`config.mk`:
```
export PLATFORM = sky130hd
export DESIGN_NAME = gf2m_cell
export DESIGN_NICKNAME = d
export VERILOG_FILES = /design/src/design/gf2m_pkg.sv /design/src/design/gf2m_cell.sv
export SDC_FILE = /design/constraint.sdc
export NUM_CORES = 1
export LEC_CHECK = 0
export BUFFER_PORTS_ARGS = -buffer_cell sky130_fd_sc_hd__buf_4
export CORE_ASPECT_RATIO = 1.5
export CORE_MARGIN = 8
export CORE_UTILIZATION = 60
export DETAILED_ROUTE_END_ITERATION = 7
export GPL_TIMING_DRIVEN = 1
export MAX_ROUTING_LAYER = met4
export PLACE_DENSITY = 0.88
export SKIP_LAST_GASP = 1
export SLEW_MARGIN = 30
export SYNTH_ARGS = -nofsm -noshare
export SYNTH_HDL_FRONTEND = slang
export SYNTH_SLANG_ARGS = --single-unit
export TNS_END_PERCENT = 5
```
`constraint.sdc`:
```
create_clock -name clk -period 3.2 [get_ports clk]
set_clock_uncertainty 0.2 [all_clocks]
set_input_delay 0.16 -clock clk [delete_from_list [all_inputs] [get_ports clk]]
set_output_delay 0.16 -clock clk [all_outputs]
set_load 0.01 [all_outputs]
```
`src/design/gf2m_pkg.sv`:
```
package gf2m_pkg;

  // Field size and the low part of the reduction polynomial x^128 + x^7 + x^2 + x + 1
  localparam int Width = 128;
  localparam int HalfWidth = 64;
  localparam logic [Width-1:0] PolyLow = 128'h87;

  // Configuration register indexes
  localparam int CfgIndexWidth = 8;
  typedef enum logic [CfgIndexWidth-1:0] {
    REG_SCALAR_LOW  = 8'd0,
    REG_SCALAR_HIGH = 8'd1
  } cfg_reg_t;

  typedef logic [Width-1:0] field_t;

  // Data handed from one cell to the next
  typedef struct packed {
    field_t acc;
    field_t elem;
  } cell_data_t;

  // Multiply a field element by x and reduce
  function automatic field_t mul_x(input field_t a);
    field_t shifted;
    shifted = {a[Width-2:0], 1'b0};
    return a[Width-1] ? (shifted ^ PolyLow) : shifted;
  endfunction

endpackage

```
`src/design/gf2m_cell.sv`:
```
module gf2m_cell import gf2m_pkg::*; #(
  parameter int CELL_BITS = 8
) (
  input  logic                 clk,
  input  logic                 rst,
  input  logic                 en,
  input  logic                 valid_in,
  input  cell_data_t           data_in,
  input  logic [CELL_BITS-1:0] scalar_bits,
  output logic                 valid_out,
  output cell_data_t           data_out
);

  cell_data_t data_next;

  // Horner steps, most significant scalar bit first: acc = acc*x + bit*elem
  always_comb begin
    field_t acc_v;
    acc_v = data_in.acc;
    for (int j = CELL_BITS - 1; j >= 0; j--) begin
      acc_v = mul_x(acc_v) ^ (scalar_bits[j] ? data_in.elem : '0);
    end
    data_next.acc  = acc_v;
    data_next.elem = data_in.elem;
  end

  always_ff @(posedge clk) begin
    if (rst) begin
      valid_out <= 1'b0;
    end else if (en) begin
      valid_out <= valid_in;
    end
  end

  always_ff @(posedge clk) begin
    if (en) begin
      data_out <= data_next;
    end
  end

endmodule

```
==> results.md, run 1 <==
| Stage | Metric | This run |
| --- | --- | --- |
| clock tree | Clock tree from TritonCTS | done |
| pwr | Total leakage power | 0.0117 uW |
| synth | Area contributors post-synth | sky130_fd_sc_hd__edfxtp_1, sky130_fd_sc_hd__xnor2_1, sky130_fd_sc_hd__nand2_1, sky130_fd_sc_hd__xor2_1, sky130_fd_sc_hd__clkbuf_1 |
| worst hold path | Type of the worst min-delay path | input pin to flop |
| sta | Highest attainable clock frequency | 394 MHz |
| sta | Final clock period utilization by the worst path | 79.3% |
| synth | Number of synthesized register bits | 257 |
| sta | Final Setup Violations | 0 |
| synth | Simple-Gate Fraction of Synth Area | 17.7% |
| detailed routing | Number of iterations in the first detailed-routing pass | 8 |
| pwr | Power density over the cells | 498 nW/um2 |
| detailed routing | Number of vias per cell | 5.84 |
| critical path | Startpoint-to-endpoint class of the critical path | input pin to flop |
| sta | Fin. Hold Viols | 0 |
| critical path | CP Max Fanout | 51 |
| job | # Max-Cap Violations | 0 |
| global route | Number of global-route vias before repair | 22,100 |
| critical path | Setup slack, reg-to-reg | 1.80 ns |
| floorplan | Floorplan Core Area | 35,800 um2 |
| synth | Net Count, Synth | 2,824 |
| synth | Post-synthesis mux area share | 0.0460% |
| detailed routing | DR iter-0 viols | 2,974 |
| clock tree | Root buffer selected by CTS | sky130_fd_sc_hd__clkbuf_16 |
| synth | Area fraction in compound gates after synthesis | 0% |
| placement | Placer Congestion | 0.877 |
| clock tree | Number of buffers on the longest clock path | 3 |
| synth | Dominant combinational cell family by area after synthesis | XOR/XNOR gates |
| detailed routing | Post-route DRC violation count | 0 |
| sta | Worst rel slew slack | 46.7% |
| clock tree | Clock-pin slew on the worst setup and hold paths | 0.07 ns |
| synth | Cell area after technology mapping | 21,800 um2 |
| sta | Min Tclk post-route | 2.54 ns |
| synth | Count of cell types in the netlist | 15 |
| global route | Leftover overflow at the end of global routing | 0 |
| placement | Count of buffers inserted at the top-level ports | 524 |
| sta | Pins Over Slew Limit | 0 |
| floorplan | Die boundary width | 172 um |
| floorplan | Initial Utilization | 60.7% |
| sta | Worst-margin pin slew | 0.793 ns |
| sta | RSZ-0062 raised after global routing | no |
| layout | Post-layout utilization of the core | 81.1% |
| global route | GRT Util Overall | 40.1% |
| floorplan | Io pins | 525 |
| critical path | Category of the worst setup path capture point | flop |
| global route | Largest net degree at the start of global routing | 128 |
| detailed routing | Number of nets still failing antenna checks after routing | 0 |
| clock tree | Number of setup buffers added after CTS | 0 |
| synth | Area share of the largest cell type after synthesis | 35.3% |
| floorplan | Die Y-Extent | 249 um |
| clock tree | Clk_lat worst skew | 0.57 ns |
| synth | Adder and majority cell fraction of the synthesized area | 0% |
| synth | Fraction of the yosys area taken by sequential cells | 35.4% |
| synth | Synthesized area divided by synthesized cell count | 8.52 um2 |
| global route | Wire length of the first global-routing pass | 129,000 um |
| layout | Area growth from synthesis to layout | 33.5% |
| status | Status | complete, no violations |
| detailed routing | Via count | 21,300 |
| critical path | Data arrival time of the critical path | 2.62 ns |
| global route | Initial antenna violation count | 9 |
| layout | Area of all placed cells without fillers | 29,100 um2 |
| synth | Count of mapped cells out of synthesis | 2,556 |
| placement | Placed wire-length estimate | 49,000 um |
| clock tree | Clk sinks | 257 |
| pwr | Largest vdd supply drop | 0.000561 V |
| clock tree | Number of buffers inserted during clock tree synthesis | 26 |
| layout | Number of nets in the finished design | 3,411 |
| synth | Fraction of synthesized cell area in xor and xnor cells | 42.4% |
| floorplan | Core Rows | 85 |
| critical path | Worst endpoint required time | 3.29 ns |
| floorplan | Die Outline Area | 42,800 um2 |
| placement | Dpl cell area | 25,700 um2 |
| pwr | Total power after layout | 14,500 uW |
| synth | Cell taking the most area after synthesis | sky130_fd_sc_hd__edfxtp_1 |
| critical path | Type of origin of the critical path | input pin |
| sta | Total Negative Setup Slacks | 0 ns |
| synth | Count of warnings emitted by yosys | 0 |
| detailed routing | Routed wire length | 85,700 um |
| detailed routing | Average wire per cell in the routed design | 23.5 um |
| layout | Proportion of layout cells with a drive suffix above 1 | 18.8% |
| clock tree | Maximum level of the CTS H-tree | 1 |
-- logic make-up after synthesis --
family,after synthesis
XOR/XNOR,1033
AND/OR/NAND/NOR,1025
flip-flops,257
multiplexers,1
buffers and inverters,240
-- through the flow --
stage	worst slack [ns]	hold WS, ns	std cells
final	0.663	0.0326	3651
after global routing	0.641	0.0363	3649
after CTS	0.943	0.00894	3640
after detailed placement	0.814	0.132	3342
after global placement	0.839	0.118	3342
after floorplan	1.07	0.0324	2556
-- layout make-up --
| class | count | area, um2 |
|---|---|---|
| clock buffers | 29 | 683 |
| flip-flops and latches | 257 | 7710 |
| well taps | 478 | 598 |
| diodes | 11 | 27.5 |
| fillers | 1810 | 6770 |
| multi-input cells | 2059 | 13100 |
| repair buffers | 799 | 6770 |
| clock inverters | 18 | 194 |
-- where the power goes --
group	internal, uW	switching (uW)	total (uW)
Clock	1800	1560	3360
Combinational	2970	3190	6160
Sequential	4630	343	4970
Total	9400	5090	14500
-- per-layer routing --
metal	track usage, %	vias up	routed length (um)
met5	-	-	0
met4	26.2	0	6690
met3	10.8	567	10900
met2	66.0	1946	41600
met1	41.3	9881	26500
li1	-	8923	-
-- path summary, 6_finish.rpt --
| check | cells past startpoint | to | startpoint |
|---|---|---|---|
| worst max-delay path | 8 | data_out[159] | scalar_bits[0] |
| worst min-delay path | 4 | data_out[136] | data_in[249] |
| worst max register to register | 3 | valid_out | valid_out |
| worst min register to register | 3 | valid_out | valid_out |
-- sequential cells by signal, summed over array words and instances, names as in the netlist --
register,count
data_out,256
valid_out,1
-- critical path, cell delays in order --
cell	delay (ns)
sky130_fd_sc_hd__dlygate4sd3_1	0.58
sky130_fd_sc_hd__buf_4	0.28
sky130_fd_sc_hd__buf_12	0.30
sky130_fd_sc_hd__nand2_1	0.15
sky130_fd_sc_hd__xnor2_1	0.25
sky130_fd_sc_hd__xnor2_1	0.16
sky130_fd_sc_hd__xnor2_1	0.13
sky130_fd_sc_hd__xnor2_1	0.57
-- synth_stat cells --
| library cell | number |
|---|---|
| sky130_fd_sc_hd__buf_1 | 20 |
| sky130_fd_sc_hd__buf_2 | 44 |
| sky130_fd_sc_hd__buf_6 | 2 |
| sky130_fd_sc_hd__clkbuf_1 | 174 |
| sky130_fd_sc_hd__dfxtp_1 | 1 |
| sky130_fd_sc_hd__edfxtp_1 | 256 |
| sky130_fd_sc_hd__mux2i_1 | 1 |
| sky130_fd_sc_hd__nand2_1 | 1023 |
| sky130_fd_sc_hd__nand2_2 | 1 |
| sky130_fd_sc_hd__nor2_1 | 1 |
| sky130_fd_sc_hd__xnor2_1 | 762 |
| sky130_fd_sc_hd__xnor3_1 | 10 |
| sky130_fd_sc_hd__xnor3_2 | 2 |
| sky130_fd_sc_hd__xor2_1 | 258 |
| sky130_fd_sc_hd__xor3_1 | 1 |
-- what timing repair did --
action,CTS,global route
hold buffers,251,0
gates resized for setup,0,0
hold endpoints to repair,326,0
-- placed cells by master, fill, tap and decap left out, types with 2 or more instances in the layout --
cell,n
sky130_fd_sc_hd__diode_2,11
sky130_fd_sc_hd__xnor2_1,762
sky130_fd_sc_hd__xnor3_2,2
sky130_fd_sc_hd__nand2_1,1023
sky130_fd_sc_hd__clkinvlp_4,2
sky130_fd_sc_hd__bufinv_16,3
sky130_fd_sc_hd__clkinv_2,4
sky130_fd_sc_hd__xnor3_1,10
sky130_fd_sc_hd__dlygate4sd3_1,251
sky130_fd_sc_hd__clkbuf_16,27
sky130_fd_sc_hd__clkinv_1,2
sky130_fd_sc_hd__buf_4,536
sky130_fd_sc_hd__clkbuf_1,2
sky130_fd_sc_hd__inv_6,4
sky130_fd_sc_hd__buf_12,11
sky130_fd_sc_hd__edfxtp_1,256
sky130_fd_sc_hd__clkinv_4,3
sky130_fd_sc_hd__xor2_1,258
(Power assumes the default switching activity.)
==> run 2: changes to the inputs <==
CORE_UTILIZATION = 50   (was 60)
PLACE_DENSITY = 0.78   (was 0.88)
clock period = 2.3 ns   (was 3.2 ns; I/O delays follow)
==> run 2 against run 1 <==
  * Core utilization down 13 points
  * Worst setup slack worse by 0.55 ns
  * Combinational power up 36%
  * Clock power up 36%
  * Routed wire length down 11%
  * Register-to-register slack worse by 0.90 ns
  * Global-route usage down 10 points
  * Sequential cell count unchanged
  * Sequential power up 37%
  * Power up 36%
  * Largest power group unchanged
==> results.md, run 2 (same netlist as run 1, synthesis figures left out) <==
| Stage | Metric | This run |
| --- | --- | --- |
| status | Status | complete, no violations |
| global route | M2 GR Usage | 53.1% |
| clock tree | Maximum level of the CTS H-tree | 1 |
| clock tree | Root buffer selected by CTS | sky130_fd_sc_hd__clkbuf_16 |
| pwr | Part of the power in the clock network | 23.2% |
| clock tree | Number of buffers inserted during clock tree synthesis | 27 |
| placement | Count of buffers inserted at the top-level ports | 524 |
| pwr | Largest vdd supply drop | 0.000747 V |
| global route | Initial antenna violation count | 5 |
| floorplan | Die boundary width | 186 um |
| floorplan | Die Y-Extent | 272 um |
| detailed routing | DR iter-0 viols | 2,062 |
| critical path | Category of the worst setup path capture point | flop |
| layout | Commonest non-fill, non-tap cell in the layout | sky130_fd_sc_hd__nand2_1 |
| layout | Largest registers | data_out (256), valid_out (1) |
| global route | GRT Util Overall | 29.9% |
| job | # Max-Cap Violations | 0 |
| pwr | Pint | 13,200 uW |
| critical path | Startpoint-to-endpoint class of the critical path | input pin to flop |
| sta | Final Setup Violations | 0 |
| critical path | Data arrival time of the critical path | 2.32 ns |
| detailed routing | Average wire per cell in the routed design | 20.4 um |
| layout | Highest-count cells in the layout ignoring fill and taps | sky130_fd_sc_hd__nand2_1, sky130_fd_sc_hd__xnor2_1, sky130_fd_sc_hd__buf_4 |
| sta | Final clock period utilization by the worst path | 95.2% |
| critical path | Worst endpoint required time | 2.43 ns |
| placement | Placed wire-length estimate | 50,600 um |
| pwr | Share of total power in sequential cells | 34.5% |
| worst hold path | Count of cells along the worst hold path | 4 |
| layout | Filler cells | 2,957 |
| sta | RSZ-0062 raised after global routing | no |
| floorplan | Core Rows | 93 |
| layout | Proportion of layout cells with a drive suffix above 1 | 19.0% |
| pwr | Power density over the cells | 673 nW/um2 |
| detailed routing | Number of nets still failing antenna checks after routing | 0 |
| detailed routing | Number of iterations in the first detailed-routing pass | 5 |
| global route | Leftover overflow at the end of global routing | 0 |
| global route | Met3 Resource Use GR | 5.51% |
| global route | Busiest layer in global routing | met2 |
| clock tree | Clk sinks | 257 |
| pwr | Net load switching power | 6600 uW |
| layout | Number of nets in the finished design | 3,423 |
| global route | Wire length of the first global-routing pass | 119,000 um |
| worst hold path | Type of the worst min-delay path | input pin to flop |
| sta | Min Tclk post-route | 2.19 ns |
| global route | Number of global-route vias before repair | 20,900 |
| detailed routing | Routed wire length | 76,400 um |
| critical path | CP Max Fanout | 27 |
| floorplan | Initial Utilization | 50.7% |
| detailed routing | Via count | 20,300 |
| layout | Top register by number of flip-flops | data_out |
| clock tree | Number of setup buffers added after CTS | 0 |
| layout | Number of flip-flops in the largest register | 256 |
| clock tree | Number of buffers on the longest clock path | 3 |
| sta | Fin. Hold Viols | 0 |
| clock tree | Clk_lat worst skew | 0.58 ns |
| sta | Worst Hold Slack | 0.0134 ns |
| sta | Worst-margin pin slew | 0.611 ns |
| detailed routing | Post-route DRC violation count | 0 |
| layout | Area of all placed cells without fillers | 29,300 um2 |
| critical path | Type of origin of the critical path | input pin |
| floorplan | Die Outline Area | 50,600 um2 |
| detailed routing | Number of vias per cell | 5.40 |
| pwr | Total leakage power | 0.0118 uW |
| sta | Highest attainable clock frequency | 457 MHz |
| pwr | Share of total power consumed by net switching | 33.4% |
| sta | Worst rel slew slack | 59.3% |
| floorplan | Floorplan Core Area | 42,900 um2 |
| pwr | Logic pwr share | 42.4% |
| critical path | FF-to-FF path depth | 3 |
| floorplan | Io pins | 525 |
| placement | Dpl cell area | 25,900 um2 |
| layout | Area growth from synthesis to layout | 34.8% |
| global route | Largest net degree at the start of global routing | 114 |
| clock tree | Clock-pin slew on the worst setup and hold paths | 0.07 ns |
| sta | Pins Over Slew Limit | 0 |
| sta | Total Negative Setup Slacks | 0 ns |
| global route | Global Route met1 Usage | 30.9% |
| clock tree | Clock tree from TritonCTS | done |
| placement | Placer Congestion | 0.857 |
## run 2: cell count changes in the layout (fill, tap and decap cells not counted), moves of 4 or more
cell,before,now
sky130_fd_sc_hd__buf_4,536,540
sky130_fd_sc_hd__diode_2,11,5
sky130_fd_sc_hd__clkbuf_1,2,6
sky130_fd_sc_hd__buf_12,11,18
sky130_fd_sc_hd__inv_6,4,0
## run 2: final timing paths
check,slack [ns],startpoint,end
setup reg to reg,0.90,valid_out,valid_out
hold / removal,0.01,data_in[253],data_out[134]
hold reg to reg,0.94,valid_out,valid_out
setup / recovery,0.11,scalar_bits[0],data_out[162]
## run 2: metrics by stage
step           utilization [%]  setup slack, ns  cells  power (uW)
2_1_floorplan                -            0.214   2556       11700
3_3_place_gp              60.4            0.125   3445       14500
3_5_place_dp              60.4            0.120   3445       14700
4_1_cts                   68.3            0.106   3745       19600
5_1_grt                   68.4          0.00581   3750       20500
6_report                  68.4            0.111   3750       19800
## run 2: layer usage
| layer | share of wire (%) | routed length (um) |
|---|---|---|
| met1 | 33 | 25100 |
| met2 | 52 | 39600 |
| met3 | 9.5 | 7270 |
| met4 | 5.9 | 4470 |
| met5 | 0 | 0 |
## run 2: power by group through the flow
stage	Sequential [uW]	Clock, uW	Combinational, uW
after global routing	6880	4750	8900
final	6810	4580	8370
after detailed placement	6840	0	7860
after global placement	6820	0	7650
after CTS	6760	4570	8260
after floorplan	7250	0	4420
## run 2: cell type report
type	count	area [um2]	share of cell area [%]
multi-input cells	2059	13100	44.6
flip-flops and latches	257	7710	26.3
repair buffers	810	6940	23.7
well taps	570	713	2.43
clock buffers	34	712	2.43
clock inverters	15	165	0.563
diodes	5	12.5	0.0426
## run 2: worst max-delay path: stages
cell and delay [ns]:
sky130_fd_sc_hd__dlygate4sd3_1 0.54, sky130_fd_sc_hd__buf_4 0.23, sky130_fd_sc_hd__buf_4 0.36, sky130_fd_sc_hd__nand2_1 0.12, sky130_fd_sc_hd__xnor2_1 0.20, sky130_fd_sc_hd__xnor2_1 0.17, sky130_fd_sc_hd__xnor2_1 0.15, sky130_fd_sc_hd__xnor2_1 0.40
## run 2: repair_timing
item	4_1_cts	5_1_grt
endpoints found under the setup margin	0	1
hold endpoints to repair	320	0
hold buffers	251	0
resized for setup	0	1
